<file path="src/pdc_pkg.sv">
package pdc_pkg;

  // Width of the free-running capture counter and of the port fields.
  localparam int CountWidth = 32;
  localparam int FieldWidth = 32;
  localparam int TimeWidth  = (CountWidth < FieldWidth) ? CountWidth : FieldWidth;

  // Serial datapath: one digit of DigitWidth bits moves per cycle.
  localparam int DigitWidth    = 4;
  localparam int NumDigits     = (TimeWidth + DigitWidth - 1) / DigitWidth;
  localparam int SerWidth      = NumDigits * DigitWidth;
  localparam int DigitCntWidth = $clog2(NumDigits);

  // Duty is built from two decimal digits, ten add-compare steps each.
  localparam int DutyWidth      = 7;
  localparam int StepsPerDigit  = 10;
  localparam int StepCntWidth   = $clog2(2 * StepsPerDigit);
  localparam logic [DutyWidth-1:0] TensWeight = DutyWidth'(10);
  localparam logic [DutyWidth-1:0] OnesWeight = DutyWidth'(1);

  typedef logic [DigitWidth-1:0] digit_t;

  typedef enum logic [1:0] {
    PH_RISE1,
    PH_FALL,
    PH_RISE2
  } edge_phase_t;

  typedef enum logic [1:0] {
    ST_IDLE,
    ST_DIFF,
    ST_DIV,
    ST_HOLD
  } pdc_state_t;

  // Difference digits streamed from the capture store to the divider.
  typedef struct packed {
    logic   shift;
    digit_t period;
    digit_t high;
  } pdc_digits_t;

  // Outcome of the ordering check, valid in the cycle that done is high.
  typedef struct packed {
    logic done;
    logic ok;
  } pdc_check_t;

endpackage

</file>
<file path="src/pdc_capture.sv">
module pdc_capture
  import pdc_pkg::*;
(
  input  logic                  clk,
  input  logic                  rst,
  input  logic                  load,
  input  logic [FieldWidth-1:0] capture_time,
  output edge_phase_t           phase,
  output pdc_digits_t           digits,
  output pdc_check_t            check
);

  logic [SerWidth-1:0]      first_sr;
  logic [SerWidth-1:0]      fall_sr;
  logic [SerWidth-1:0]      rise_sr;
  logic                     busy;
  logic [DigitCntWidth-1:0] cnt;
  logic                     borrow_p;
  logic                     borrow_h;
  logic                     borrow_c;
  logic                     nz_h;
  logic                     nz_c;

  logic [DigitWidth:0] sub_p;
  logic [DigitWidth:0] sub_h;
  logic [DigitWidth:0] sub_c;
  logic                last_digit;
  logic [SerWidth-1:0] time_ext;

  assign time_ext = SerWidth'(capture_time[TimeWidth-1:0]);

  // Three serial subtractors: period, high time, and fall against second rise.
  assign sub_p = {1'b0, rise_sr[DigitWidth-1:0]} - {1'b0, first_sr[DigitWidth-1:0]}
                 - {{DigitWidth{1'b0}}, borrow_p};
  assign sub_h = {1'b0, fall_sr[DigitWidth-1:0]} - {1'b0, first_sr[DigitWidth-1:0]}
                 - {{DigitWidth{1'b0}}, borrow_h};
  assign sub_c = {1'b0, rise_sr[DigitWidth-1:0]} - {1'b0, fall_sr[DigitWidth-1:0]}
                 - {{DigitWidth{1'b0}}, borrow_c};

  assign last_digit = (cnt == DigitCntWidth'(NumDigits - 1));

  assign digits.shift  = busy;
  assign digits.period = sub_p[DigitWidth-1:0];
  assign digits.high   = sub_h[DigitWidth-1:0];

  // Phase register and the difference pass control.
  always_ff @(posedge clk) begin
    if (rst) begin
      phase      <= PH_RISE1;
      busy       <= 1'b0;
      cnt        <= '0;
      check.done <= 1'b0;
      check.ok   <= 1'b0;
    end else begin
      check.done <= 1'b0;
      if (load) begin
        case (phase)
          PH_FALL: begin
            phase <= PH_RISE2;
          end
          PH_RISE2: begin
            phase <= PH_RISE1;
            busy  <= 1'b1;
            cnt   <= '0;
          end
          default: begin
            phase <= PH_FALL;
          end
        endcase
      end else if (busy) begin
        cnt <= cnt + 1'b1;
        if (last_digit) begin
          busy       <= 1'b0;
          check.done <= 1'b1;
          // Strictly increasing means both differences are positive.
          check.ok   <= !sub_h[DigitWidth] && (nz_h || (sub_h[DigitWidth-1:0] != '0)) &&
                        !sub_c[DigitWidth] && (nz_c || (sub_c[DigitWidth-1:0] != '0));
        end
      end
    end
  end

  // Timestamp shift registers and the per-digit borrow and zero flags.
  always_ff @(posedge clk) begin
    if (load) begin
      case (phase)
        PH_FALL:  fall_sr <= time_ext;
        PH_RISE2: rise_sr <= time_ext;
        default:  first_sr <= time_ext;
      endcase
      borrow_p <= 1'b0;
      borrow_h <= 1'b0;
      borrow_c <= 1'b0;
      nz_h     <= 1'b0;
      nz_c     <= 1'b0;
    end else if (busy) begin
      first_sr <= first_sr >> DigitWidth;
      fall_sr  <= fall_sr >> DigitWidth;
      rise_sr  <= rise_sr >> DigitWidth;
      borrow_p <= sub_p[DigitWidth];
      borrow_h <= sub_h[DigitWidth];
      borrow_c <= sub_c[DigitWidth];
      nz_h     <= nz_h || (sub_h[DigitWidth-1:0] != '0);
      nz_c     <= nz_c || (sub_c[DigitWidth-1:0] != '0);
    end
  end

endmodule

</file>
<file path="config.mk">
export PLATFORM = sky130hd
export DESIGN_NAME = pdc_capture
export DESIGN_NICKNAME = d
export VERILOG_FILES = /design/src/pdc_pkg.sv /design/src/pdc_capture.sv
export SDC_FILE = /design/constraint.sdc
export NUM_CORES = 1
export LEC_CHECK = 0
export BUFFER_PORTS_ARGS = -buffer_cell sky130_fd_sc_hd__clkbuf_2
export CAP_MARGIN = 5
export CELL_PAD_IN_SITES_DETAIL_PLACEMENT = 0
export CELL_PAD_IN_SITES_GLOBAL_PLACEMENT = 2
export CORE_ASPECT_RATIO = 0.75
export CORE_MARGIN = 3
export CORE_UTILIZATION = 42
export DETAILED_ROUTE_END_ITERATION = 10
export MAX_ROUTING_LAYER = met4
export PLACE_DENSITY_LB_ADDON = 0.2
export SKIP_LAST_GASP = 1
export SYNTH_ARGS = -nofsm -noshare
export SYNTH_HDL_FRONTEND = slang
export SYNTH_SLANG_ARGS = --single-unit
</file>
<file path="constraint.sdc">
create_clock -name clk -period 3.7 [get_ports clk]
set_input_delay 0.555 -clock clk [delete_from_list [all_inputs] [get_ports clk]]
set_output_delay 0.555 -clock clk [all_outputs]
set_load 0.01 [all_outputs]
</file>
======== Word level (Yosys, flattened, before mapping) ========
Cells that the tools add are included.
cells by class
  bitwise logic cells ..................... 2
  $add $sub $neg .......................... 7
  reduce and logical (&&, ||, !) cells .... 16
  multiplexer cells ....................... 18
  equality and inequality tests ........... 6
operators with widths
  kind                   count
  $mux W32               9
  $sub A4 B4 Y5          3
  $sub A5 B1 Y5          3
  $mux W3                3
  $reduce_bool A4 Y1     2
  $reduce_and A2 Y1      3
  $mux W1                4
  $ne A2 B1 Y1 const B   2
  $pmux W2 S2            1
  $add A3 B1 Y3 const B  1
  $eq A3 B3 Y1 const B   1
  $logic_and A1 B1 Y1    3
  $reduce_and A3 Y1      1
  $reduce_or A3 Y1       1
  $eq A2 B1 Y1 const B   1
  $eq A2 B2 Y1 const B   1
  $logic_not A1 Y1       2
  $logic_or A1 B1 Y1     2
  $mux W2                1
  $ne A2 B2 Y1 const B   1
  $not A1 Y1             2
  $reduce_bool A2 Y1     1
  $reduce_or A2 Y1       1
storage, ports and cells
  logic and storage cells ................. 62
  bits of input ports ..................... 35
  bits in registers ....................... 109

======== Longest topological paths before layout ========
  depth after elaboration ................. 8
  mapped depth ............................ 9
  depth with buffers taken out ............ 9

======== Worst setup path before layout ========
Ideal clock, no wire load.
  kind .................................... register to register
  start ................................... register fall_sr[0]
  end ..................................... register check[0] (netlist bit)
  buffers on the path ..................... 0
  library setup time ...................... 128 ps
  clock period less this slack ............ 2230 ps
  cell stages (with the launch flop) ...... 10
  data arrival time ....................... 2101 ps
  setup slack ............................. 1470 ps
  cell sequence ........................... edfxtp_1 -> inv_1 -> fa_1 -> inv_1 -> ha_1 -> o21a_1 -> nor4_2 -> a21oi_1 -> a2111oi_4 -> o31ai_1
on the way
  longest elaborated chain between the ends .. 7
  elaborated cells between the ends (all ways) .. 13
  those cells by class .................... add/sub (4); reduce/logical (9)
ends and longest elaborated chain
  what                              RTL line           text
  from (decl)                       pdc_capture.sv:14  logic [SerWidth-1:0] fall_sr;
  from (signal assigned)            pdc_capture.sv:87  PH_FALL: fall_sr <= time_ext;
  from (signal assigned)            pdc_capture.sv:98  fall_sr <= fall_sr >> DigitWidth;
  $sub A4 B4 Y5                     pdc_capture.sv:35  assign sub_h = {1'b0, fall_sr[DigitWidth-1:0]} - {1'b0, first_sr[DigitWidth-1:0]}
  $sub A5 B1 Y5                     pdc_capture.sv:36  - {{DigitWidth{1'b0}}, borrow_h};
  $reduce_bool A4 Y1                pdc_capture.sv:76  check.ok <= !sub_h[DigitWidth] && (nz_h || (sub_h[DigitWidth-1:0] != '0)) &&
  $logic_or A1 B1 Y1                pdc_capture.sv:76
  $logic_and A1 B1 Y1 (2 in a row)  pdc_capture.sv:76
  $logic_and A1 B1 Y1 *             pdc_capture.sv:77  !sub_c[DigitWidth] && (nz_c || (sub_c[DigitWidth-1:0] != '0));
  to (decl)                         pdc_capture.sv:10  output pdc_check_t check
Mark *: on every way between the ends. The rest lies on a longest branch, timed or not.
A chain may end at the register's enable or synchronous reset.

==> metrics.md <==
| Metric | Value |
|---|---|
| Status | finished, final reports clean |
| Ys async rst share | 0% |
| Total Wirelength | 8.52 mm |
| Placer Congestion | about 0.76 |
| DRC | 0 |
| Drt pass-1 iters | 4 |
| Peak Freq | 375 MHz |
| Syn nets | between 500 and 600 |
| Static leakage | between 2 and 2.5 nW |
| CP Class | reg2out |
| GRT Total Usage | roughly 14% |
| Full die area | around 13,000 um^2 |
| Setup WS post-layout | slightly above 1000 ps |
| Worst VDD drop | about 270 uV |
| Min Tclk post-route | 2670 ps |
| Clk sink count | between 100 and 150 |
| Vias | 3,002 |
| Worst Hold Class | reg2reg |
| Flops & latches, synth | 109 |
| Setup bufs post-CTS | 0 |
| Worst Path Max Fanout | 3 |
| Number of synthesized flops with an enable pin | 96 |
| I/O Buffers | 47 |
| Site Rows | 33 |
| Post-synth top flop | edfxtp_1 |
| Slew Viols, Final | 0 |
| H-tree levels | 3 |
| Synth top area cells | edfxtp_1 57%, o21ai_0 8.6%, inv_1 8.3% |
| Top-count cell post-synth | inv_1 |
| Clock Latency Late Sink | ~340 ps |
| Post-DP HPWL | 5.54 mm |
| Unrepaired setup endpoints after global routing | no |
| Gr ovfl total | 0 |
| Hold-fix buffers, CTS | 0 |
| Top-area cell type share of the netlist area | between 50% and 60% |
| ANT nets after route | 0 |
| Core Region | ~11,000 um^2 |
| CP Launch Type | flop |
| Rel. slew slack | a little over half |
| Ys Warns | 0 |
| Final setup viols | 0 |
| CTS tree | built |
| First-pass GRT wire length | 14.3 mm |
| I/O Pins | between 40 and 50 |
| Largest net degree at the start of global routing | 85 |
| Die Width | 133 um |
| Area delta synth->final | 11.6% |
| Gate Count Post-Synth | roughly 460 |
| Max-cap violations | 0 |
| Fin crit share | between 70% and 80% |
| Worst path arrival time | 2110 ps |
| CTS Root Cell | clkbuf_16 |
| DRT iter0 DRCs | roughly 160 |
| Clock-pin slew on the worst setup and hold paths | ~70 ps |
| DR WL/cell | ~13 um |
| Cts bufs inserted | 9 |
| Synthesized area | 5040 um^2 |
| Starting density of the core | about 45% |
| Pre-CTS WS | roughly 1300 ps |
| Post-CTS resize count | 0 |
| Tot Pwr | 2.58 mW |
| Area leader, netlist | edfxtp_1 |
| Post-synth cell types | 32 |
| Post-Route Skew | 5.24 ps |
| Die Span Y | slightly above 100 um |
| Clock tree buffer depth | 2 |
| Final-report hold violation count | 0 |
| Initial antenna violation count | 0 |
| # fillers | approximately 1,000 |
| Pwr per Cell Area | 458 nW/um^2 |
| Worst endpoint required time | about 3100 ps |
| Fin util | 49.8% |
| Mean Syn Cell Area | around 11 um^2 |
| Worst Setup End Kind | primary output |
| Fin nets | 553 |
| Share of cells above drive strength 1 | between 10 and 15% |
| N_diodes | 0 |
| Setup TNS | 0 ps |
| Top cells by count, synth | 112 x inv_1, 96 x edfxtp_1, 87 x o21ai_0 |
| Sequential area share after synthesis | between 60% and 70% |
| Slew @ Worst Pin | between 600 and 700 ps |
| Vias in the first global route | ~3,000 |
| Vias/cell | 4.59 |
[final cells by class]
class / count / area [um^2] / share of cell area, %
flip-flops and latches: 109 / 3140 / 55.8
multi-input cells: 209 / 1340 / 23.8
inverters: 112 / 420 / 7.47
repair buffers: 51 / 268 / 4.76
clock buffers: 11 / 233 / 4.13
well taps: 157 / 196 / 3.49
clock inverters: 5 / 27.5 / 0.489
[cells in the final DEF (no fill, tap or decap)]
master / n
ha_1: 20
nand3_1: 1
o21ai_0: 87
a2111oi_4: 1
xor2_1: 3
clkbuf_1: 2
o2111ai_1: 1
nand2_1: 40
o22a_1: 2
dfxtp_1: 13
nand2b_1: 4
buf_4: 5
fa_1: 6
o21ai_1: 1
edfxtp_1: 96
a21oi_1: 8
clkinv_1: 3
nor2b_1: 1
inv_1: 112
nor2_1: 9
mux2i_1: 1
clkbuf_16: 9
clkinv_4: 1
nor4_2: 1
nand3b_1: 2
o31ai_1: 1
o21a_1: 1
clkbuf_2: 46
xnor2_1: 7
clkinvlp_4: 1
and2_1: 4
or4_1: 1
a211oi_1: 4
nor3_1: 3
[power by group]
| group | leakage, nW | internal, mW | switching (mW) |
|---|---|---|---|
| registers | 1.00 | 1.42 | 0.0218 |
| logic | 1.27 | 0.102 | 0.171 |
| clock network | 0.122 | 0.452 | 0.411 |
[logic make-up (layout without fill, tap and decap cells)]
logic type      after synthesis  after routing  share of synthesized area (%)
simple gates                 66             66                           5.85
xor+xnor                     10             10                           1.74
flops                       109            109                           62.3
buf+inv                     139            179                           11.1
compound gates              106            106                           11.5
fa+ha+maj                    26             26                           7.34
mux                           1              1                          0.198
[registers in the layout, indices dropped and copies added (netlist names)]
signal	count
check	2
borrow_c	1
rise_sr	32
phase	2
fall_sr	32
busy	1
nz_h	1
borrow_p	1
borrow_h	1
first_sr	32
cnt	3
nz_c	1
[layer usage]
| metal | routed length, um | global-route usage (%) |
|---|---|---|
| met5 | 0 | - |
| met4 | 71 | 3.12 |
| met3 | 350 | 4.69 |
| met2 | 3850 | 22.1 |
| met1 | 4240 | 18.1 |
[path summary, 6_finish.rpt]
path / startpoint / end / slack [ps] / depth (start not counted)
min reg2reg: nz_h / nz_h / 480 / 2
min: nz_h / nz_h / 480 / 2
max: first_sr[0] / digits[3] / 1030 / 6
max reg2reg: fall_sr[0] / check[0] / 1340 / 9
[stage by stage]
step	instance area [um^2]	hold WS, ps	std cells
final	5630	479	654
after CTS	5630	479	654
after detailed placement	5370	465	638
after global placement	5370	466	638
after floorplan	5040	449	457
after global routing	5630	507	654
[critical path: stages, from the launching register on]
cell      delay, ps
edfxtp_1        320
inv_1            80
fa_1            450
ha_1            280
a211oi_1        240
xnor2_1         200
clkbuf_2        190
No activity file was read; power rests on OpenSTA's default activity.
