`config.mk`:
```
export PLATFORM = sky130hd
export DESIGN_NAME = pdc_duty_div
export DESIGN_NICKNAME = d
export VERILOG_FILES = /design/src/pdc_pkg.sv /design/src/pdc_duty_div.sv
export SDC_FILE = /design/constraint.sdc
export NUM_CORES = 1
export LEC_CHECK = 0
export ABC_AREA = 1
export BUFFER_PORTS_ARGS = -buffer_cell sky130_fd_sc_hd__buf_4
export CORE_MARGIN = 4
export CORE_UTILIZATION = 40
export DETAILED_ROUTE_END_ITERATION = 7
export GPL_ROUTABILITY_DRIVEN = 0
export GPL_TIMING_DRIVEN = 0
export PLACE_DENSITY_LB_ADDON = 0.08
export SLEW_MARGIN = 25
export SYNTH_ARGS = -nofsm -noshare
export SYNTH_HDL_FRONTEND = slang
export SYNTH_SLANG_ARGS = --single-unit
```
`constraint.sdc`:
```
create_clock -name clk -period 6.1 [get_ports clk]
set_input_delay 0.305 -clock clk [delete_from_list [all_inputs] [get_ports clk]]
set_output_delay 0.305 -clock clk [all_outputs]
set_load 0.05 [all_outputs]
```
`src/pdc_pkg.sv`:
```
package pdc_pkg;

  // Width of the free-running capture counter and of the port fields.
  localparam int CountWidth = 32;
  localparam int FieldWidth = 32;
  localparam int TimeWidth  = (CountWidth < FieldWidth) ? CountWidth : FieldWidth;

  // Serial datapath: one digit of DigitWidth bits moves per cycle.
  localparam int DigitWidth    = 4;
  localparam int NumDigits     = (TimeWidth + DigitWidth - 1) / DigitWidth;
  localparam int SerWidth      = NumDigits * DigitWidth;
  localparam int DigitCntWidth = $clog2(NumDigits);

  // Duty is built from two decimal digits, ten add-compare steps each.
  localparam int DutyWidth      = 7;
  localparam int StepsPerDigit  = 10;
  localparam int StepCntWidth   = $clog2(2 * StepsPerDigit);
  localparam logic [DutyWidth-1:0] TensWeight = DutyWidth'(10);
  localparam logic [DutyWidth-1:0] OnesWeight = DutyWidth'(1);

  typedef logic [DigitWidth-1:0] digit_t;

  typedef enum logic [1:0] {
    PH_RISE1,
    PH_FALL,
    PH_RISE2
  } edge_phase_t;

  typedef enum logic [1:0] {
    ST_IDLE,
    ST_DIFF,
    ST_DIV,
    ST_HOLD
  } pdc_state_t;

  // Difference digits streamed from the capture store to the divider.
  typedef struct packed {
    logic   shift;
    digit_t period;
    digit_t high;
  } pdc_digits_t;

  // Outcome of the ordering check, valid in the cycle that done is high.
  typedef struct packed {
    logic done;
    logic ok;
  } pdc_check_t;

endpackage

```
`src/pdc_duty_div.sv`:
```
module pdc_duty_div
  import pdc_pkg::*;
(
  input  logic                  clk,
  input  logic                  rst,
  input  pdc_digits_t           digits,
  input  logic                  start,
  output logic                  done,
  output logic [FieldWidth-1:0] period_ticks,
  output logic [FieldWidth-1:0] high_ticks,
  output logic [DutyWidth-1:0]  duty
);

  logic [SerWidth-1:0]      period_sr;
  logic [SerWidth-1:0]      high_sr;
  logic [SerWidth-1:0]      rem_sr;
  logic [SerWidth-1:0]      acc_sr;
  logic [SerWidth-1:0]      diff_sr;
  logic                     busy;
  logic [DigitCntWidth-1:0] cnt;
  logic [StepCntWidth-1:0]  step;
  logic                     carry;
  logic                     borrow;

  logic [DigitWidth:0]  sum_d;
  logic [DigitWidth:0]  sub_d;
  logic                 last_digit;
  logic                 ge;
  logic [SerWidth-1:0]  acc_sum;
  logic [SerWidth-1:0]  acc_sub;
  logic [SerWidth-1:0]  acc_new;
  logic [DutyWidth-1:0] weight;

  // One digit of s = acc + rem and of s - period per cycle.
  assign sum_d = {1'b0, acc_sr[DigitWidth-1:0]} + {1'b0, rem_sr[DigitWidth-1:0]}
                 + {{DigitWidth{1'b0}}, carry};
  assign sub_d = {1'b0, sum_d[DigitWidth-1:0]} - {1'b0, period_sr[DigitWidth-1:0]}
                 - {{DigitWidth{1'b0}}, borrow};

  assign last_digit = (cnt == DigitCntWidth'(NumDigits - 1));
  assign acc_sum    = {sum_d[DigitWidth-1:0], acc_sr[SerWidth-1:DigitWidth]};
  assign acc_sub    = {sub_d[DigitWidth-1:0], diff_sr[SerWidth-1:DigitWidth]};
  // The sum reaches the period when it carried out or the subtraction did not borrow.
  assign ge         = sum_d[DigitWidth] || !sub_d[DigitWidth];
  assign acc_new    = ge ? acc_sub : acc_sum;
  assign weight     = (step < StepCntWidth'(StepsPerDigit)) ? TensWeight : OnesWeight;

  assign period_ticks = FieldWidth'(period_sr[TimeWidth-1:0]);
  assign high_ticks   = FieldWidth'(high_sr[TimeWidth-1:0]);

  // Step and digit counters.
  always_ff @(posedge clk) begin
    if (rst) begin
      busy <= 1'b0;
      done <= 1'b0;
      cnt  <= '0;
      step <= '0;
    end else begin
      done <= 1'b0;
      if (start) begin
        busy <= 1'b1;
        cnt  <= '0;
        step <= '0;
      end else if (busy) begin
        cnt <= cnt + 1'b1;
        if (last_digit) begin
          cnt  <= '0;
          step <= step + 1'b1;
          if (step == StepCntWidth'(2 * StepsPerDigit - 1)) begin
            busy <= 1'b0;
            done <= 1'b1;
          end
        end
      end
    end
  end

  // Operand shift registers, the accumulator and the duty count.
  always_ff @(posedge clk) begin
    if (digits.shift) begin
      period_sr <= {digits.period, period_sr[SerWidth-1:DigitWidth]};
      high_sr   <= {digits.high, high_sr[SerWidth-1:DigitWidth]};
      rem_sr    <= {digits.high, rem_sr[SerWidth-1:DigitWidth]};
    end else if (start) begin
      acc_sr <= '0;
      duty   <= '0;
      carry  <= 1'b0;
      borrow <= 1'b0;
    end else if (busy) begin
      period_sr <= {period_sr[DigitWidth-1:0], period_sr[SerWidth-1:DigitWidth]};
      rem_sr    <= {rem_sr[DigitWidth-1:0], rem_sr[SerWidth-1:DigitWidth]};
      diff_sr   <= acc_sub;
      if (last_digit) begin
        carry  <= 1'b0;
        borrow <= 1'b0;
        if (ge) begin
          duty <= duty + weight;
        end
        if (step == StepCntWidth'(StepsPerDigit - 1)) begin
          // Tens digit finished: its remainder feeds the ones digit.
          rem_sr <= acc_new;
          acc_sr <= '0;
        end else begin
          acc_sr <= acc_new;
        end
      end else begin
        acc_sr <= acc_sum;
        carry  <= sum_d[DigitWidth];
        borrow <= sub_d[DigitWidth];
      end
    end
  end

endmodule

```
# Yosys cells after proc, flatten, opt, wreduce, memory -nomap -nowiden
# Index checks and enable logic that the tools add are counted.
[totals]
input_bits = 12
regBits = 179
wordCells = 67
[op_classes]
n_addsub = 7
eq_ne = 4
order_cmp = 1
n_reduce_logical = 13
n_mux = 26
bitwise = 4
[op_table]
columns = ["op", "count"]
rows = [
  ["2-to-1 mux 32 bit", 12],
  ["2-to-1 mux 7 bit", 3],
  ["2-to-1 mux 1 bit", 9],
  ["nonzero test 2 bit", 4],
  ["adder 7 x 4 -> 7 bit", 1],
  ["AND reduction 2 bit", 3],
  ["adder 4 x 4 -> 5 bit", 1],
  ["adder 5 x 1 -> 5 bit", 1],
  ["adder 5 x 1 -> 5 bit (second input constant)", 1],
  ["== test 5 x 4 -> 1 bit (second input constant)", 1],
  ["== test 5 bit (second input constant)", 1],
  ["< comparator 5 x 4 -> 1 bit (second input constant)", 1],
  ["subtractor 4 x 4 -> 5 bit", 1],
  ["subtractor 5 x 1 -> 5 bit", 1],
  ["2-to-1 mux 4 bit", 1],
  ["NOT 1 bit", 4],
  ["AND reduction 4 bit", 1],
  ["OR reduction 4 bit", 1],
  ["adder 3 x 1 -> 3 bit (second input constant)", 1],
  ["== test 3 bit (second input constant)", 1],
  ["2-to-1 mux 3 bit", 1],
  ["AND reduction 3 bit", 1],
  ["inequality test 2 bit (second input constant)", 1],
  ["OR reduction 2 bit", 1],
  ["2 further kinds", 2],
]

# Logic depth before layout (Yosys ltp)
# Gate-level depths: netlist (run 1).
[logic_depth]
depth_word = 12
mapped_depth = 20

# Worst setup path before layout (run 1)
# Ideal clock, no wire load.
[synth_timing]
kind = "input -> register"
start = "input port start"
end = "register period_sr[0], in the netlist period_ticks[0] (enable)"
slack_ps = 497
arrival_ps = 5028
stages = 2
n_path_buf = 1
required_ps = 5526
cell_sequence = "clkbuf_1 -> o21ai_0"
[synth_via]
elab_chain_cells = 2
[synth_lines]
columns = ["element", "line_no", "rtl"]
rows = [
  ["start: declaration", "pdc_duty_div.sv:7", "input logic start,"],
  ["inequality test 2 bit (no source line)", "--", ""],
  ["AND reduction 2 bit (no source line)", "--", ""],
  ["end signal: assignment", "pdc_duty_div.sv:81", "period_sr <= {digits.period, period_sr[SerWidth-1:DigitWidth]};"],
  ["end signal: assignment", "pdc_duty_div.sv:90", "period_sr <= {period_sr[DigitWidth-1:0], period_sr[SerWidth-1:DigitWidth]};"],
  ["end: declaration", "pdc_duty_div.sv:14", "logic [SerWidth-1:0] period_sr;"],
]
# No other way between the ends.
# A chain may end at the register's enable or synchronous reset.

# Worst setup path in the final report (run 1)
[layout_timing]
start = "register rem_sr[0]"
end = "register duty[6] (enable)"
[layout_via]
elab_chain_cells = 8
[layout_lines]
columns = ["element", "line_no", "rtl"]
rows = [
  ["start: declaration", "pdc_duty_div.sv:16", "logic [SerWidth-1:0] rem_sr;"],
  ["start signal: assignment", "pdc_duty_div.sv:83", "rem_sr <= {digits.high, rem_sr[SerWidth-1:DigitWidth]};"],
  ["start signal: assignment", "pdc_duty_div.sv:91", "rem_sr <= {rem_sr[DigitWidth-1:0], rem_sr[SerWidth-1:DigitWidth]};"],
  ["start signal: assignment", "pdc_duty_div.sv:101", "rem_sr <= acc_new;"],
  ["adder 4 x 4 -> 5 bit *", "pdc_duty_div.sv:35", "assign sum_d = {1'b0, acc_sr[DigitWidth-1:0]} + {1'b0, rem_sr[DigitWidth-1:0]}"],
  ["adder 5 x 1 -> 5 bit *", "pdc_duty_div.sv:36", "+ {{DigitWidth{1'b0}}, carry};"],
  ["subtractor 4 x 4 -> 5 bit", "pdc_duty_div.sv:37", "assign sub_d = {1'b0, sum_d[DigitWidth-1:0]} - {1'b0, period_sr[DigitWidth-1:0]}"],
  ["subtractor 5 x 1 -> 5 bit", "pdc_duty_div.sv:38", "- {{DigitWidth{1'b0}}, borrow};"],
  ["zero test 1 bit", "pdc_duty_div.sv:44", "assign ge = sum_d[DigitWidth] || !sub_d[DigitWidth];"],
  ["logical OR 1 bit *", "pdc_duty_div.sv:44", ""],
  ["nonzero test 2 bit (no source line) *", "--", ""],
  ["AND reduction 4 bit (no source line) *", "--", ""],
  ["end signal: assignment", "pdc_duty_div.sv:97", "duty <= duty + weight;"],
  ["end: declaration", "pdc_duty_div.sv:11", "output logic [DutyWidth-1:0] duty"],
]
# Mark *: on every way between the ends. The rest lies on a longest branch, timed or not.

==> results.yml, run 1 <==
outcome:
  status: "completed"
detailed_routing:
  vias: 4615
  dr.first_iter.drc_count: 242
  post_drt_wl_per_cell_um: 16.65
  first_pass_iters: 4
  post-route-drc-count: 0
  vias_per_cell: 4.848
  antenna_left: 0
  finalWirelength_um: 15850
layout:
  final_cell_area_mm2: 0.009071
  area_growth_syn_to_layout_pct: 21.95
  final_common_cell: "edfxtp_1"
  post_route_cells_drive_above_1_share: 0.2503
  most-common-layout-cells: "edfxtp_1 (165), nand2_1 (144), buf_4 (88)"
  final_nets: 743
  final_cells: 952
  diodes: 0
  fillers: 1579
clock_tree:
  cts.path.max_buffers: 2
  cts_max_level: 4
  clk_latency_ns: 0.43
  cts_setup_buffers: 0
  cts_sinks: 175
  cts_tree: "yes"
  postCtsHoldBufs: 0
  cts_buffers: 17
  path_clk_slew_ns: 0.06
  ctsResizeCount: 0
  cts_root_buf: "clkbuf_16"
yosys:
  synth_area_mm2: 0.007438
  syn-num-nets: 632
  synth.lib_cells_used.distinct: 32
  yosys_register_bits: 175
  synthesis.instances: 601
  avgSynthCellArea_um2: 12.38
  yosysWarnings: 0
  yosysSeqAreaShare: 0.6930
global_routing:
  grt_pass1_vias: 4724
  grt_pass1_wl_um: 25750
  grt_overflow: 0
  grt_use_total: 0.1623
  grt_max_degree: 38
  antenna_found_initial: 0
worst_setup_path:
  worstSetupEndpointType: "register"
  slowest_delay_ns: 0.53
  crit_chain: "inv_1 > fa_1 > fa_1 > xor2_1 > ha_1 > inv_1 > ha_1 > nand2_2 > nand3_2 > nand3_4 > buf_6 > o21ai_0 > nor2_1"
  critPathArrivalTime_ns: 3.77
  start_kind: "register"
  rr_worst_depth: 13
  critical_path.max_fanout: 10
  cp_top_family: "adder cells"
  criticalPathCategory: "register to register"
  regToRegStartpoint: "rem_sr[0]"
  slowest_stage: "nor2_1"
  worst-path-buf-inv: 3
  required_ns: 6.16
  r2r_setup_slack_ns: 2.38
  r2r-end: "duty[6]"
sta:
  setup_slack_ns: 2.381
  max_freq_mhz: 268.9
  hold_violations: 0
  setup_tns_ns: 0
  worst_slew_pin_slew_ns: 0.7362
  fin_crit_ns: 3.719
  grt_setup_unrepaired: "false"
  skew_ns: 0.01222
  max_slew_margin: 0.5074
  finalMaxSlewViolations: 0
  finalSetupViolCount: 0
  post-route-period-util: 0.6097
die:
  coreArea_mm2: 0.01815
  die-area_mm2: 0.02084
  rows: 49
  initial_core_util: 0.4099
  die_h_um: 144.4
  ios: 84
  die_x_um: 144.4
min_path:
  worstHoldPathType: "input port to register"
  whs_endpoint: "high_ticks[31]"
  min_delay_path_depth: 1
  hold_start: "digits[3]"
placement:
  placed_area_mm2: 0.008519
  dp_slack_ns: 2.344
  io_buffer_count: 83
  place_hpwl_um: 11140
  place_inst: 922
power:
  p_leak_nw: 3.686
  peakVddDrop_uv: 222.2
  power_density_mw_per_mm2: 340.7
flow_run:
  drv_cap: 0
## worst max path at each step
stage / cells past startpoint / end / slack (ns) / start
after CTS: 13 / duty[3] / 2.34 / rem_sr[0]
after detailed placement: 13 / duty[0] / 2.34 / rem_sr[0]
after global placement: 3 / rem_sr[9] / -2.23 / start
after floorplan: 2 / period_ticks[0] / 0.50 / start
final: 13 / duty[6] / 2.38 / rem_sr[0]
after global routing: 14 / duty[3] / 2.11 / rem_sr[0]
## flip-flops by register name, summed over array words and instances (netlist names)
signal,count
duty,7
borrow,1
acc_sr,32
cnt,3
diff_sr,28
high_ticks,32
period_ticks,32
done,1
step,5
carry,1
busy,1
rem_sr,32
## worst register-to-register path: cells and delay by family (launching register included)
family                   cells  cell delay (ns)
buffers and inverters        3             0.31
adder cells (fa/ha/maj)      4             1.40
flip-flops                   1             0.32
AO/OA/AOI/OAI                1             0.09
XOR/XNOR                     1             0.32
AND/OR/NAND/NOR              4             0.91
## stage by stage
stage	utilization	hold WS, ns	total power, mW
after floorplan	-	0.4039	1.911
after global placement	0.4600	0.4325	2.074
after detailed placement	0.4695	0.4373	2.087
after CTS	0.4999	0.06617	3.115
after global routing	0.4999	0.06151	3.241
final	0.4999	0.07824	3.091
## logic make-up (layout without fill, tap and decap cells)
logic type / Yosys count / after routing / synth area share
flip-flops: 175 / 175 / 0.6930
AND/OR/NAND/NOR: 195 / 195 / 0.1114
XOR/XNOR: 2 / 2 / 0.002355
AO/OA/AOI/OAI: 118 / 118 / 0.09807
buffers and inverters: 92 / 214 / 0.05820
adder cells (fa/ha/maj): 19 / 19 / 0.03701
## final cells by class
class / count / area, µm² / area share
timing repair buffer: 92 / 770.7 / 0.08497
sequential: 175 / 5155 / 0.5683
clock buffer: 18 / 429.2 / 0.04731
multi-input combinational: 334 / 1874 / 0.2066
tap: 229 / 286.5 / 0.03159
buffer: 20 / 162.7 / 0.01793
clock inverter: 12 / 122.6 / 0.01352
inverter: 72 / 270.3 / 0.02979
## power by group
part	switching (mW)	internal, mW
Combinational	0.410	0.192
Clock	0.442	0.594
Sequential	0.0405	1.41
Total	0.893	2.20
## metal layers
layer	part of all wire	GRT usage	wire length (µm)	vias to the layer above
li1	-	-	-	2303
met1	0.47	0.2214	7436	2189
met2	0.47	0.2568	7482	108
met3	0.045	0.04299	717	15
met4	0.014	0.04860	216	0
met5	0	0	0	-
## Yosys cell counts
cell type / instances / share of area
edfxtp_1: 165 / 0.67
nand3_2: 2 / 0.0027
nand4_1: 3 / 0.0025
nor4_1: 1 / 0.00084
nor2_4: 2 / 0.0030
buf_6: 11 / 0.017
buf_4: 1 / 0.0010
nand3_4: 1 / 0.0024
o21ai_1: 48 / 0.032
a31oi_1: 1 / 0.00084
a21oi_1: 14 / 0.0094
clkbuf_1: 7 / 0.0035
inv_1: 72 / 0.036
o21a_1: 2 / 0.0020
nor3_1: 4 / 0.0027
nand3b_1: 1 / 0.0010
nand2_1: 144 / 0.073
o21ai_0: 17 / 0.011
nand2_2: 4 / 0.0034
o31ai_1: 1 / 0.0010
nor2_1: 16 / 0.0081
nor3b_1: 1 / 0.0010
nor2_2: 2 / 0.0017
fa_1: 5 / 0.013
clkbuf_2: 1 / 0.00067
dfxtp_1: 10 / 0.027
xnor2_1: 1 / 0.0012
o21ai_2: 34 / 0.040
a211oi_1: 1 / 0.0010
nand3_1: 14 / 0.0094
xor2_1: 1 / 0.0012
ha_1: 14 / 0.024
No activity file was read; power rests on OpenSTA's default activity.
==> run 2, diff against run 1 <==
--- a/config.mk
+++ b/config.mk
@@ -5,7 +5,7 @@
 export SDC_FILE = /design/constraint.sdc
 export NUM_CORES = 1
 export LEC_CHECK = 0
-export ABC_AREA = 1
+export ABC_AREA = 0
 export BUFFER_PORTS_ARGS = -buffer_cell sky130_fd_sc_hd__buf_4
 export CORE_MARGIN = 4
 export CORE_UTILIZATION = 40
==> constraint.sdc (replaced) <==
create_clock -name clk -period 3.1 [get_ports clk]
set_input_delay 0.155 -clock clk [delete_from_list [all_inputs] [get_ports clk]]
set_output_delay 0.155 -clock clk [all_outputs]
set_load 0.05 [all_outputs]
==> run 2 against run 1 <==
Against the previous run: the run now ends with setup timing left; sequential power grew 97%; critical path depth is the same; cell count down 9.5%; die area down 2.6%; hold slack got worse by 0.042 ns; synthesized cell count down 17%.
==> results.yml, run 2 <==
sta:
  hold_violations: 0
  setup_slack_ns: -0.1115
  fin_crit_ns: 3.212
  worst_slew_pin_slew_ns: 0.7049
  max_freq_mhz: 311.4
  max_slew_margin: 0.5301
  finalSetupViolCount: 40
  finalMaxSlewViolations: 0
  post-route-period-util: 1.036
  grt_setup_unrepaired: "true"
  skew_ns: 0.007584
outcome:
  status: "finished with violations"
  violations: "setup timing"
detailed_routing:
  post-route-drc-count: 0
  vias: 4629
  finalWirelength_um: 16590
  first_pass_iters: 5
  dr.first_iter.drc_count: 387
  antenna_left: 0
  vias_per_cell: 5.370
  post_drt_wl_per_cell_um: 19.25
yosys:
  synthTopCellsByCount: "edfxtp_1 (165), nor2_1 (48), o21ai_0 (34)"
  synth_ff_type: "edfxtp_1"
  synth.lib_cells_used.distinct: 52
  avgSynthCellArea_um2: 14.44
  yosysWarnings: 0
  yosysTopAreaCell: "edfxtp_1"
  yosysSeqAreaShare: 0.7128
  yosysMostFrequentCell: "edfxtp_1"
  syn-num-nets: 532
  async_reset_ff_frac: 0
  synth_area_leaders: "edfxtp_1 (69%), a22o_1 (3.5%), dfxtp_1 (2.8%), a31oi_1 (2.6%), nor2_1 (2.5%)"
  synth_area_mm2: 0.007232
  yosys_register_bits: 175
  synthesis.instances: 501
  yosysTopAreaCellShare: 0.6851
  synth_edf_count: 165
global_routing:
  grt.met1_usage: 0.2235
  use_met2: 0.2703
  grt-busiest-layer: "met2"
  antenna_found_initial: 0
  grt_use_total: 0.1681
  grt_max_degree: 39
  use_met3: 0.03999
  grt_pass1_wl_um: 26000
  grt_overflow: 0
  grt_pass1_vias: 4746
worst_setup_path:
  criticalPathCategory: "register to register"
  crit_top_cell: "fa_2"
  cp_top_family: "adder cells"
  worstSetupEndpointType: "register"
  crit_chain: "inv_1 > fa_2 > fa_2 > xor2_4 > ha_2 > inv_2 > ha_4 > a21boi_4 > o22ai_4 > a31o_1 > buf_8 > clkbuf_16 > a22o_1"
  critical_path.max_fanout: 9
  required_ns: 3.27
  start_kind: "register"
  slowest_delay_ns: 0.40
  critPathArrivalTime_ns: 3.39
  worst-path-buf-inv: 4
  critPathLaunch: "rem_sr[0]"
  regToRegStartpoint: "rem_sr[0]"
  slowest_stage: "fa_2"
  r2r_setup_slack_ns: -0.11
die:
  coreArea_mm2: 0.01754
  die_h_um: 142.5
  ios: 84
  die-area_mm2: 0.02029
  die_x_um: 142.5
  rows: 48
  initial_core_util: 0.4124
clock_tree:
  cts_sinks: 175
  cts_buffers: 17
  cts_max_level: 4
  clk_latency_ns: 0.42
  cts.path.max_buffers: 2
  path_clk_slew_ns: 0.07
  cts_root_buf: "clkbuf_16"
  cts_tree: "yes"
min_path:
  worstHoldPathType: "input port to register"
  hold_start: "digits[7]"
layout:
  final_util: 0.5309
  diodes: 0
  most-common-layout-cells: "edfxtp_1 (165), buf_4 (93), nor2_1 (46)"
  final_cell_area_mm2: 0.009310
  area_growth_syn_to_layout_pct: 28.74
  final_cells: 862
  final_nets: 655
  post_route_cells_drive_above_1_share: 0.2716
  final_common_cell: "edfxtp_1"
power:
  peakVddDrop_uv: 504.6
  p_leak_nw: 3.417
  power_density_mw_per_mm2: 708.9
placement:
  io_buffer_count: 83
  place_inst: 812
  place_hpwl_um: 10920
  placed_area_mm2: 0.008265
flow_run:
  drv_cap: 0
## run 2: changes by cell type in the layout (fill, tap and decap cells not counted), moves of 9 or more
| cell | previous run | this run |
|---|---|---|
| o21ai_2 | 34 | 1 |
| o21ai_1 | 48 | 6 |
| nor2_1 | 15 | 46 |
| nand2_1 | 144 | 6 |
| a22o_1 | 0 | 29 |
| clkbuf_1 | 8 | 17 |
| inv_1 | 72 | 17 |
| nand3_1 | 14 | 30 |
| a31oi_1 | 1 | 29 |
| o21ai_0 | 16 | 28 |
## run 2: routing by layer
| layer | share of wire | vias to the layer above |
|---|---|---|
| met3 | 0.051 | 16 |
| met1 | 0.44 | 2294 |
| met5 | 0 | - |
| met4 | 0.015 | 0 |
| li1 | - | 2177 |
| met2 | 0.49 | 142 |
## run 2: final cells by class
| class | count | area [µm²] |
|---|---|---|
| Buffer | 31 | 197.7 |
| Clock inverter | 15 | 272.8 |
| Inverter | 19 | 71.32 |
| Fill cell | 1472 | 8227 |
| Sequential cell | 175 | 5155 |
| Multi-Input combinational cell | 276 | 1996 |
| Tap cell | 225 | 281.5 |
| Timing Repair Buffer | 104 | 910.9 |
| Clock buffer | 17 | 425.4 |
## run 2: path summary, 6_finish.rpt
check,endpoint,cells past startpoint
setup / recovery,acc_sr[24],13
hold / removal,period_ticks[31],2
setup reg to reg,acc_sr[24],13
hold reg to reg,high_ticks[25],0
## run 2: power by group
| group | internal (mW) | switching (mW) | total (mW) |
|---|---|---|---|
| logic | 0.434 | 0.817 | 1.25 |
| clock network | 1.55 | 0.951 | 2.50 |
| registers | 2.77 | 0.0763 | 2.85 |
| total | 4.76 | 1.84 | 6.60 |
## run 2: what timing repair did
item | 4_1_cts | 5_1_grt
hold buffers | 6 | 0
resized for setup | 30 | 11
endpoints found under the hold margin | 6 | 0
pin swaps | 6 | 3
gates cloned | 1 | 1
setup endpoints to repair | 72 | 71
setup buffers | 8 | 2
## run 2: cells by family (layout without fill, tap and decap cells)
kind of cell	count (synthesis)	after routing	synth area share
compound gates	126	126	0.1182
xor+xnor	9	9	0.01090
mux	5	5	0.007439
fa+ha+maj	19	19	0.03806
flops	175	175	0.7128
simple gates	117	117	0.08080
buf+inv	50	186	0.03183
## run 2: through the flow
stage / setup slack, ns / power, mW / hold WS, ns / TNS (ns)
floorplan: -0.1389 / 3.605 / 0.2274 / -0.9720
global placement: -1.745 / 3.962 / 0.3193 / -123.38
detailed placement: -0.5779 / 3.983 / 0.3280 / -23.98
CTS: -0.08989 / 6.620 / 0.01612 / -2.078
global route: -0.2003 / 6.871 / 0.02307 / -10.03
finish: -0.1115 / 6.600 / 0.03643 / -2.596
